--- src/rtl/svf_three_band_eq_assert.svh ---
// assertion macros for the three-band equalizer
// no dependencies; simulation bodies are compiled out when SYNTH is defined
`ifndef SVF_THREE_BAND_EQ_ASSERT_SVH
`define SVF_THREE_BAND_EQ_ASSERT_SVH
`ifndef SYNTH
// same-cycle implication
`define SVF_ASSERT_IMP(lbl, clk, rst, ante, cons, msg) \
  lbl: assert property (@(posedge clk) disable iff (rst) (ante) |-> (cons)) \
    else $error(msg);
// next-cycle implication
`define SVF_ASSERT_NXT(lbl, clk, rst, ante, cons, msg) \
  lbl: assert property (@(posedge clk) disable iff (rst) (ante) |=> (cons)) \
    else $error(msg);
`else
`define SVF_ASSERT_IMP(lbl, clk, rst, ante, cons, msg)
`define SVF_ASSERT_NXT(lbl, clk, rst, ante, cons, msg)
`endif
`endif

--- src/rtl/svf3eq_pkg.sv ---
// shared types, widths and fixed-point helpers for the three-band equalizer
// no dependencies
package svf3eq_pkg;

  localparam int FREQ_W   = 17;
  localparam int SAMPLE_W = 16;
  localparam int GAIN_W   = 16;
  localparam int CHAN_W   = 4;
  localparam int STATE_W  = 24;
  localparam int X_W      = 20;
  localparam int HP_W     = 26;
  localparam int SUM_W    = 26;
  localparam int SH_W     = 28;
  localparam int MUL_A_W  = 28;
  localparam int MUL_B_W  = 18;
  localparam int PROD_W   = 46;
  localparam int RN_W     = PROD_W - 16;
  localparam int ACC_W    = 47;
  localparam int QF_W     = ACC_W + 1 - 19;

  localparam logic [FREQ_W-1:0] FREQ_RESET = 17'd1702;

  localparam logic signed [RN_W:0] STATE_HI = 8388607;
  localparam logic signed [RN_W:0] STATE_LO = -8388608;

  localparam logic signed [PROD_W-1:0] RND_POS = 32768;
  localparam logic signed [PROD_W-1:0] RND_NEG = 32767;

  // half of 3 * 2^19, added before the divide
  localparam logic signed [ACC_W:0] OUT_HALF = 786432;
  // quotient after the shift at which the divide by three reaches the limit
  localparam logic [QF_W-1:0] Q_SAT = 49152;
  // ceil(2^17 / 3), exact for 17-bit dividends
  localparam logic signed [MUL_B_W-1:0] RECIP3 = 43691;

  localparam logic signed [SAMPLE_W-1:0] OUT_LIMIT = 16384;

  typedef struct packed {
    logic signed [X_W-1:0] x;
    logic [GAIN_W-1:0]     hg;
    logic [GAIN_W-1:0]     mg;
    logic [GAIN_W-1:0]     lg;
  } lane_cmd_t;

  typedef struct packed {
    logic                       done;
    logic signed [SAMPLE_W-1:0] value;
  } lane_res_t;

  // product / 2^16, rounded to nearest with ties away from zero
  function automatic logic signed [RN_W-1:0] round_q16(input logic signed [PROD_W-1:0] p);
    logic signed [PROD_W-1:0] s;
    s = p + (p[PROD_W-1] ? RND_NEG : RND_POS);
    return s[PROD_W-1:16];
  endfunction

  function automatic logic signed [STATE_W-1:0] sat_state(input logic signed [RN_W:0] v);
    logic signed [RN_W:0] r;
    r = v;
    if (v > STATE_HI) begin
      r = STATE_HI;
    end else if (v < STATE_LO) begin
      r = STATE_LO;
    end
    return r[STATE_W-1:0];
  endfunction

endpackage

--- src/rtl/svf3eq_ram.sv ---
// generic simple dual-port ram, one write and one registered read per cycle
// no dependencies
module svf3eq_ram #(
  parameter int WIDTH = 48,
  parameter int DEPTH = 16,
  localparam int AW = (DEPTH > 1) ? $clog2(DEPTH) : 1
) (
  input  logic             clk,
  input  logic             we,
  input  logic [AW-1:0]    waddr,
  input  logic [WIDTH-1:0] wdata,
  input  logic [AW-1:0]    raddr,
  output logic [WIDTH-1:0] rdata
);

  logic [WIDTH-1:0] mem [DEPTH];

  always_ff @(posedge clk) begin
    if (we) begin
      mem[waddr] <= wdata;
    end
    rdata <= mem[raddr];
  end

endmodule

--- src/rtl/svf3eq_lane.sv ---
// one side of the equalizer: state variable filter with per-channel state ram
// depends on svf3eq_pkg and svf3eq_ram
module svf3eq_lane #(
  parameter int NUM_CHANNELS = 16,
  localparam int CH_W = (NUM_CHANNELS > 1) ? $clog2(NUM_CHANNELS) : 1
) (
  input  logic                                  clk,
  input  logic                                  rst,
  input  logic                                  go,
  input  svf3eq_pkg::lane_cmd_t                 cmd,
  input  logic [CH_W-1:0]                       addr,
  input  logic [svf3eq_pkg::FREQ_W-1:0]         freq_coeff,
  output svf3eq_pkg::lane_res_t                 res
);

  localparam int VLD_N = 1 << CH_W;
  localparam int SW    = svf3eq_pkg::STATE_W;

  typedef enum logic [12:0] {
    S_IDLE   = 13'b0000000000001,
    S_READ   = 13'b0000000000010,
    S_MUL_B  = 13'b0000000000100,
    S_UPD_L  = 13'b0000000001000,
    S_MUL_H  = 13'b0000000010000,
    S_UPD_B  = 13'b0000000100000,
    S_GAIN_H = 13'b0000001000000,
    S_GAIN_M = 13'b0000010000000,
    S_GAIN_L = 13'b0000100000000,
    S_ACC    = 13'b0001000000000,
    S_ROUND  = 13'b0010000000000,
    S_DIV    = 13'b0100000000000,
    S_FIN    = 13'b1000000000000
  } lane_state_t;

  lane_state_t state, state_next;
  logic [1:0]  step;

  logic signed [SW-1:0]                         low, band;
  logic signed [svf3eq_pkg::HP_W-1:0]           hp;
  logic signed [svf3eq_pkg::SUM_W-1:0]          sl, sb;
  logic signed [svf3eq_pkg::SH_W-1:0]           sh;
  logic signed [svf3eq_pkg::PROD_W-1:0]         prod;
  logic signed [svf3eq_pkg::ACC_W-1:0]          acc;
  logic [15:0]                                  q16;
  logic                                         neg, sat;

  logic signed [svf3eq_pkg::MUL_A_W-1:0]        mul_a;
  logic signed [svf3eq_pkg::MUL_B_W-1:0]        mul_b;
  logic signed [SW-1:0]                         low_next, band_next;
  logic signed [svf3eq_pkg::ACC_W:0]            acc_x, mag;
  logic [svf3eq_pkg::QF_W-1:0]                  q_full;
  logic signed [svf3eq_pkg::SAMPLE_W-1:0]       out_mag;

  logic [VLD_N-1:0]  vld;
  logic              vld_q;
  logic              ram_we;
  logic [2*SW-1:0]   ram_rd;

  svf3eq_ram #(.WIDTH(2 * SW), .DEPTH(NUM_CHANNELS)) u_state_ram (
    .clk   (clk),
    .we    (ram_we),
    .waddr (addr),
    .wdata ({low, band_next}),
    .raddr (addr),
    .rdata (ram_rd)
  );

  assign ram_we = (state == S_UPD_B) && (step == 2'd2);

  // shared multiplier operand select
  always_comb begin
    mul_a = '0;
    mul_b = '0;
    case (state)
      S_MUL_B: begin
        mul_a = svf3eq_pkg::MUL_A_W'(band);
        mul_b = svf3eq_pkg::MUL_B_W'($signed({1'b0, freq_coeff}));
      end
      S_MUL_H: begin
        mul_a = svf3eq_pkg::MUL_A_W'(hp);
        mul_b = svf3eq_pkg::MUL_B_W'($signed({1'b0, freq_coeff}));
      end
      S_GAIN_H: begin
        mul_a = svf3eq_pkg::MUL_A_W'(sh);
        mul_b = svf3eq_pkg::MUL_B_W'($signed({1'b0, cmd.hg}));
      end
      S_GAIN_M: begin
        mul_a = svf3eq_pkg::MUL_A_W'(sb);
        mul_b = svf3eq_pkg::MUL_B_W'($signed({1'b0, cmd.mg}));
      end
      S_GAIN_L: begin
        mul_a = svf3eq_pkg::MUL_A_W'(sl);
        mul_b = svf3eq_pkg::MUL_B_W'($signed({1'b0, cmd.lg}));
      end
      S_DIV: begin
        mul_a = svf3eq_pkg::MUL_A_W'($signed({1'b0, q16}));
        mul_b = svf3eq_pkg::RECIP3;
      end
      default: begin
        mul_a = '0;
        mul_b = '0;
      end
    endcase
  end

  always_comb begin
    low_next  = svf3eq_pkg::sat_state((svf3eq_pkg::RN_W + 1)'(low)
                + (svf3eq_pkg::RN_W + 1)'(svf3eq_pkg::round_q16(prod)));
    band_next = svf3eq_pkg::sat_state((svf3eq_pkg::RN_W + 1)'(band)
                + (svf3eq_pkg::RN_W + 1)'(svf3eq_pkg::round_q16(prod)));
    acc_x     = (svf3eq_pkg::ACC_W + 1)'(acc);
    // magnitude plus half the divisor, one add or subtract
    mag       = acc[svf3eq_pkg::ACC_W-1] ? (svf3eq_pkg::OUT_HALF - acc_x)
                                         : (acc_x + svf3eq_pkg::OUT_HALF);
    q_full    = mag[svf3eq_pkg::ACC_W:19];
    out_mag   = sat ? svf3eq_pkg::OUT_LIMIT : $signed({1'b0, prod[31:17]});
  end

  always_comb begin
    state_next = state;
    case (state)
      S_IDLE:   if (go) state_next = S_READ;
      S_READ:   state_next = S_MUL_B;
      S_MUL_B:  state_next = S_UPD_L;
      S_UPD_L:  state_next = S_MUL_H;
      S_MUL_H:  state_next = S_UPD_B;
      S_UPD_B:  state_next = (step == 2'd2) ? S_GAIN_H : S_MUL_B;
      S_GAIN_H: state_next = S_GAIN_M;
      S_GAIN_M: state_next = S_GAIN_L;
      S_GAIN_L: state_next = S_ACC;
      S_ACC:    state_next = S_ROUND;
      S_ROUND:  state_next = S_DIV;
      S_DIV:    state_next = S_FIN;
      S_FIN:    state_next = S_IDLE;
      default:  state_next = S_IDLE;
    endcase
  end

  always_ff @(posedge clk) begin
    if (rst) begin
      state    <= S_IDLE;
      vld      <= '0;
      res.done <= 1'b0;
      step     <= 2'd0;
    end else begin
      state    <= state_next;
      res.done <= (state == S_FIN);
      if (state == S_FIN) begin
        res.value <= neg ? -out_mag : out_mag;
      end
      if (ram_we) begin
        vld[addr] <= 1'b1;
      end
      if (state == S_READ) begin
        step <= 2'd0;
      end else if (state == S_UPD_B) begin
        step <= step + 2'd1;
      end
    end
  end

  always_ff @(posedge clk) begin
    prod  <= mul_a * mul_b;
    vld_q <= vld[addr];
    case (state)
      S_READ: begin
        // a channel never written reads as zero state
        low  <= vld_q ? $signed(ram_rd[2*SW-1:SW]) : '0;
        band <= vld_q ? $signed(ram_rd[SW-1:0]) : '0;
        sl   <= '0;
        sb   <= '0;
        sh   <= '0;
      end
      S_UPD_L: begin
        low <= low_next;
        hp  <= svf3eq_pkg::HP_W'(cmd.x) - svf3eq_pkg::HP_W'(low_next)
               - svf3eq_pkg::HP_W'(band);
        sl  <= sl + svf3eq_pkg::SUM_W'(low_next);
      end
      S_UPD_B: begin
        band <= band_next;
        sb   <= sb + svf3eq_pkg::SUM_W'(band_next);
        sh   <= sh + svf3eq_pkg::SH_W'(hp);
      end
      S_GAIN_M: acc <= svf3eq_pkg::ACC_W'(prod);
      S_GAIN_L: acc <= acc + svf3eq_pkg::ACC_W'(prod);
      S_ACC:    acc <= acc + svf3eq_pkg::ACC_W'(prod);
      S_ROUND: begin
        neg <= acc[svf3eq_pkg::ACC_W-1];
        sat <= (q_full >= svf3eq_pkg::Q_SAT);
        q16 <= q_full[15:0];
      end
      default: begin
      end
    endcase
  end

endmodule

--- config.mk ---
export PLATFORM = sky130hd
export DESIGN_NAME = svf3eq_lane
export DESIGN_NICKNAME = d
export VERILOG_FILES = /design/src/rtl/svf_three_band_eq_assert.svh /design/src/rtl/svf3eq_pkg.sv /design/src/rtl/svf3eq_ram.sv /design/src/rtl/svf3eq_lane.sv
export SDC_FILE = /design/constraint.sdc
export NUM_CORES = 2
export LEC_CHECK = 0
export ABC_AREA = 1
export BUFFER_PORTS_ARGS = -buffer_cell sky130_fd_sc_hd__buf_2
export CELL_PAD_IN_SITES_DETAIL_PLACEMENT = 1
export CELL_PAD_IN_SITES_GLOBAL_PLACEMENT = 2
export CORE_ASPECT_RATIO = 0.75
export CORE_MARGIN = 1.5
export CORE_UTILIZATION = 46
export CTS_BUF_LIST = sky130_fd_sc_hd__clkbuf_8 sky130_fd_sc_hd__clkbuf_16
export CTS_CLUSTER_SIZE = 28
export DETAILED_ROUTE_END_ITERATION = 10
export GPL_TIMING_DRIVEN = 0
export PLACE_DENSITY_LB_ADDON = 0.1
export SETUP_SLACK_MARGIN = 0.02
export SLEW_MARGIN = 20
export SYNTH_ARGS = -nofsm -noshare
export SYNTH_HDL_FRONTEND = slang
export SYNTH_SLANG_ARGS = --single-unit
--- constraint.sdc ---
create_clock -name clk -period 23.6 [get_ports clk]
set_input_delay 4.72 -clock clk [delete_from_list [all_inputs] [get_ports clk]]
set_output_delay 4.72 -clock clk [all_outputs]
set_load 0.005 [all_outputs]
# After elaboration in Yosys (flattened, before gate mapping)
# Memories as Yosys holds them, arrays and structs flattened. A register that Yosys moved wholly into a read port is not among the register bits.
# Index checks and enable logic that the tools add are counted.
[totals]
ramBits = 768
input_bits = 92
n_memories = 1
register_bits = 314
[memory_table]
columns = ["memory", "depth", "width", "read_ports", "rd_ports_with_merged_regs", "write_ports", "line_no", "text"]
rows = [
  ["u_state_ram.mem", 16, 48, 1, 1, 1, "svf3eq_ram.sv:16", "logic [WIDTH-1:0] mem [DEPTH];"],
]
[classes]
bitwise = 2
mul = 1
n_reduce_logical = 9
magnitude_cmp = 7
n_eq_ne = 15
muxes = 27
n_addsub = 13
[ops]
columns = ["op", "count"]
rows = [
  ["28-bit one-hot mux with 6 select lines", 1],
  ["13-bit one-hot mux with 12 select lines", 1],
  ["24-bit 2-to-1 mux", 6],
  ["26-bit one-hot mux with 2 select lines", 2],
  ["24-bit one-hot mux with 2 select lines", 2],
  ["47-bit one-hot mux with 2 select lines", 1],
  ["17-bit one-hot mux with 5 select lines", 1],
  ["24-bit by 30-bit adder with 31-bit output", 2],
  ["31-bit by 24-bit > comparator with 1-bit output (second input constant)", 2],
  ["31-bit by 24-bit less-than comparator with 1-bit output (second input constant)", 2],
  ["28-bit one-hot mux with 2 select lines", 1],
  ["26-bit by 24-bit adder with 26-bit output", 2],
  ["47-bit by 21-bit adder with 48-bit output (second input constant)", 1],
  ["48-bit 2-to-1 mux", 1],
  ["21-bit by 47-bit subtractor with 48-bit output (first input constant)", 1],
  ["47-bit by 46-bit adder with 47-bit output", 1],
  ["46-bit by 17-bit adder with 46-bit output", 1],
  ["28-bit by 18-bit multiplier with 46-bit output", 1],
  ["16-bit 2-to-1 mux", 2],
  ["29-bit by 16-bit greater-or-equal comparator with 1-bit output (second input constant)", 1],
  ["28-bit by 26-bit adder with 28-bit output", 1],
  ["25-bit by 24-bit subtractor with 26-bit output", 1],
  ["20-bit by 24-bit subtractor with 25-bit output", 1],
  ["15-bit negator with 16-bit output", 1],
  ["other kinds (30)", 38],
]

# Longest topological paths before layout
[depth]
word_depth = 8
depth_mapped = 65

# Hierarchy
# A second synthesis with hierarchy kept.
[unflattened]
cells_unflattened = 8790
area_unflattened_um2 = 77488.1
[by_module_without_submodules]
columns = ["module", "instances", "area_each_um2", "cells_each", "seq_area_each_um2"]
rows = [
  ["svf3eq_lane", 1, 43499.2, 5625, 8638.3],
  ["svf3eq_ram", 1, 33988.8, 3165, 24023.0],
]

# Worst setup path after synthesis
# Ideal clock, no wire load.
[synth_path]
kind = "in2reg"
startpoint = "in cmd[19] (netlist name)"
endpoint = "reg prod[43] (netlist name)"
arrival_ns = 10.837
setup_slack_ns = 12.638
path_stages = 28
setup_time_ns = 0.125
path_cell_list = "a221oi_1 -> nand2_1 -> a21oi_1 -> clkbuf_1 -> nor2_1 -> fa_1 -> fa_1 -> inv_1 -> fa_1 -> fa_1 -> inv_1 -> fa_1 -> fa_1 -> ha_1 -> nand2_1 -> nor2_1 -> inv_1 -> o21bai_1 -> nand2_1 -> nand2_1 -> nand2_1 -> nand2_1 -> a21boi_0 -> o21ai_0 -> a21boi_0 -> o21bai_1 -> a31oi_1 -> xor2_1"
[synth_between]
elab_chain_len = 2
[synth_lines]
columns = ["item", "line_no", "text"]
rows = [
  ["start: declaration", "svf3eq_lane.sv:10", "input svf3eq_pkg::lane_cmd_t cmd,"],
  ["17-bit one-hot mux with 5 select lines", "svf3eq_lane.sv:74", "case (state)"],
  ["28-bit by 18-bit multiplier with 46-bit output", "svf3eq_lane.sv:163", "prod <= mul_a * mul_b;"],
  ["end signal: assignment", "svf3eq_lane.sv:163", ""],
  ["end: declaration", "svf3eq_lane.sv:42", "logic signed [svf3eq_pkg::PROD_W-1:0] prod;"],
]
# Every way passes these cells.
# A chain may end at the register's enable or synchronous reset.

# Worst setup path in the final report
[layout_path]
startpoint = "reg prod[45] (netlist name)"
endpoint = "reg sb[23] (netlist name) (data pin)"
[layout_between]
elab_chain_len = 8
elab_cells_between_ends = 9
[layout_lines]
columns = ["item", "line_no", "text"]
rows = [
  ["16-bit 2-to-1 mux", "svf3eq_pkg.sv:53", "s = p + (p[PROD_W-1] ? RND_NEG : RND_POS);"],
  ["46-bit by 17-bit adder with 46-bit output *", "svf3eq_pkg.sv:53", ""],
  ["24-bit by 30-bit adder with 31-bit output *", "svf3eq_lane.sv:110", "+ (svf3eq_pkg::RN_W + 1)'(svf3eq_pkg::round_q16(prod)));"],
  ["31-bit by 24-bit less-than comparator with 1-bit output", "svf3eq_pkg.sv:62", "end else if (v < STATE_LO) begin"],
  ["24-bit 2-to-1 mux", "svf3eq_pkg.sv:62", ""],
  ["24-bit 2-to-1 mux *", "svf3eq_pkg.sv:60", "if (v > STATE_HI) begin"],
  ["named net band_next[23]", "svf3eq_lane.sv:49", "logic signed [SW-1:0] low_next, band_next;"],
  ["26-bit by 24-bit adder with 26-bit output *", "svf3eq_lane.sv:182", "sb <= sb + svf3eq_pkg::SUM_W'(band_next);"],
  ["26-bit one-hot mux with 2 select lines *", "svf3eq_lane.sv:165", "case (state)"],
  ["end signal: assignment", "svf3eq_lane.sv:182", ""],
  ["end: declaration", "svf3eq_lane.sv:40", "logic signed [svf3eq_pkg::SUM_W-1:0] sl, sb;"],
]
# Mark *: on every way through the listed nets, which the timed path passes. The rest lies on a longest branch.

==> out/summary.txt <==
Status -> completed
R2R cell count -> 42
Worst rel slew slack -> 17.3%
Pwr per Cell Area -> 53.8 mW/mm^2
Die width -> 461 microns
Largest area contributor in the netlist -> edfxtp_1
Detailed Route WL -> 293000 microns
Critical Path Source Type -> flop
CP Max Fanout -> 23
Hold depth -> 0
Post-route ant nets -> 0
Deepest clock path buffer count -> 3
Final min period -> 12.80 ns
Reg clk slew, reported paths -> 0.07 ns
Worst path top cell family by delay -> compound AO/OA/AOI/OAI gates
Initial antenna violation count -> 13
Max Clk Rate -> 78.2 MHz
Vias in the first global route -> 58.7k
Worst path depth -> 42
DR pass1 iterations -> 5
Clock sinks -> 1130
Drt drc -> 0
Ys Warns -> 0
Synth unique cells -> 73
Fin nets -> 8451
H-Tree Depth -> 3
Clock network power share -> 42.5%
Setup Crit Path Kind -> flop to flop
Drt via density -> 6.04
Mapped Cells -> 7233
Seq/Total Area, Yosys -> 45.2%
Core area -> 0.155 sq mm
Routability cong. -> 0.959
RSZ-0062 raised after global routing -> false
Asr flop ratio synth -> 0%
Largest net degree at the start of global routing -> 49
Clk_skew -> 0.0654 ns
Worst setup EP type -> flop
Via count -> 58.7k
Worst setup margin -> 10.80 ns
Clk_lat worst skew -> 0.79 ns
Max-cap violation count -> 0
Final Hold Fails -> 0
Final count of pins violating max slew -> 0
Share of cells above drive strength 1 -> 7.15%
Critical Path RT -> 24.10 ns
Final setup vio count -> 0
Die height -> 346 microns
Total Routing Usage GR -> 36.8%
Final Cycle Share -> 54.2%
CTS tree -> built
Initial core utilization -> 46.5%
Pleak -> 33.7 nW
Main synth FF type -> edfxtp_1
I/O Buffers -> 108
Sw Share -> 25.0%
DIE AREA -> 0.160 sq mm
Mean Syn Cell Area -> 9.99 sq um
Hold Path Class -> flop to flop
Post-synth EDFFs -> 1003
CP max-delay cell -> dfxtp_1
Gate power share -> 6.7%
First-pass GRT wire length -> 422000 microns
Num CTS Buffers -> 109
Sequential Power Share -> 50.9%
Layout overhead on the synthesized area -> 11.7%
Cell Area, Synth -> 0.0723 sq mm
Hpwl dp -> 230000 microns
Grt total ovfl -> 0
Num rows -> 125
Buf+Inv Stages, Crit Path -> 4
Post-CTS setup buffer count -> 0
Ranking of synthesized cells by area -> edfxtp_1, fa_1, nand2_1, ha_1, inv_1
Io pins -> 109
Master cell of the clock root buffer -> clkbuf_16
Synth Register Bits -> 1130
Crit-path most repeated cell -> nand2_1
Internal power -> 3.26 mW
Post-Place Setup Slack -> 10.59 ns
Switching power -> 1.08 mW
CTS Hold Bufs -> 0
Post_cts resized -> 0
Top cell type's share of synthesized area -> 41.7%
CP max stage delay -> 0.99 ns
Setup TNS -> 0 ns
Max VDD drop -> 0.0000726 V
Worst Tran Pin Value -> 1.24 ns
WL per Instance -> 30.2 microns
Synth Net Count -> 8160
First DRT Iteration DRCs -> 7564
Critical Path AT -> 13.30 ns
[power groups by stage]
stage          logic (mW)  clock network (mW)  registers [mW]
5_1_grt             0.309                1.92            2.21
3_3_place_gp        0.265                   0            2.25
2_1_floorplan       0.165                   0            2.23
3_5_place_dp        0.277                   0            2.25
6_report            0.289                1.84            2.21
4_1_cts             0.280                1.85            2.21
[Yosys cell counts, types with 18 or more instances]
cell and instances:
a21oi_1 555, a31oi_1 40, inv_1 1090, buf_2 29, nand3_1 166, buf_1 18, nor4_1 28, or4_1 52
a22o_1 20, nand2_1 1283, edfxtp_1 1003, a32o_1 19, nand4_1 35, o21ai_0 198, a211oi_1 27, nand2_2 18
fa_1 482, ha_1 353, dfxtp_1 127, xor2_1 139, a22oi_1 392, nor2_1 539, o21a_1 60, clkbuf_1 184
nor3_1 67, xnor2_1 75
[registers in the layout (all words and copies together) (netlist names), 24 cells and up]
| signal | count |
|---|---|
| hp | 26 |
| band | 24 |
| low | 24 |
| prod | 46 |
| u_state_ram.rdata | 48 |
| sb | 26 |
| acc | 47 |
| sl | 26 |
| sh | 28 |
| u_state_ram.mem | 768 |
[path summary, 6_finish.rpt]
path	startpoint	endpoint	slack [ns]
worst max-delay path	prod[45]	sb[23]	10.80
worst min-delay path	acc[46]	neg	0.45
worst max register to register	prod[45]	sb[23]	10.80
worst min register to register	acc[46]	neg	0.45
[cells by family (layout without fill, tap and decap cells)]
logic type      Yosys count  after routing  synth area share, %
compound gates         1449           1449                 12.6
xor+xnor                215            215                 2.63
fa+ha+maj               835            835                 19.5
buf+inv                1347           1735                 7.06
flops                  1130           1130                 45.2
mux                       1              1               0.0138
other cells               0              3                    0
simple gates           2256           2256                 13.1
[worst register-to-register path: cells and delay by family, from the launching register on]
kind                       cells  cell delay (ns)
AOI/OAI and AO/OA             14             3.64
and+or+nand+nor               19             3.56
adders and majority gates      3             1.29
xor gates and xnor gates       2             1.85
DFF                            1             0.99
buffers and inverters          4             1.22
[layout by cell type, fill, tap and decap left out, drive strengths merged, types with 19 or more instances in the layout]
cell type	Yosys	layout
a22oi	392	392
nand2	1308	1308
a32o	19	19
o21ai	220	220
xor2	140	140
nand3	177	177
inv	1103	1139
nor3	70	70
nand4	35	35
clkinv	10	43
o21a	60	60
buf	49	229
fa	482	482
a21oi	556	556
nor4	31	31
a31oi	40	40
a22o	20	20
xnor2	75	75
ha	353	353
dfxtp	127	127
edfxtp	1003	1003
clkbuf	185	308
nor2	549	549
or4	52	52
a211oi	29	29
[layer usage]
metal  wire length, microns  vias up  global-route usage [%]
li1                       -    25200                       -
met1                 137000    30200                    58.5
met2                 114000     2960                    48.5
met3                  35300      351                    10.5
met4                   7240        6                    8.41
met5                     38        -                       0
[area by class of cell]
cell class | instances | area (sq um)
clock buffers | 123 | 2930
multi-input cells | 4756 | 34900
clock inverters | 85 | 813
well taps | 2095 | 2620
repair buffers | 180 | 1760
fillers | 17300 | 74700
plain buffers | 234 | 932
diodes | 3 | 7.51
flip-flops and latches | 1130 | 32700
inverters | 1113 | 4180
[metrics by stage]
| stage | total power, mW | hold WS (ns) | cells | utilization (%) | cell area [sq um] |
|---|---|---|---|---|---|
| detailed placement | 2.53 | 0.441 | 9508 | 49.5 | 77000 |
| global route | 4.43 | 0.476 | 9717 | 51.9 | 80800 |
| CTS | 4.34 | 0.459 | 9716 | 51.9 | 80700 |
| finish | 4.34 | 0.453 | 9719 | 51.9 | 80800 |
| global placement | 2.52 | 0.439 | 9436 | 48.5 | 75400 |
| floorplan | 2.40 | 0.424 | 7233 | - | 72300 |
(Power assumes the default switching activity.)
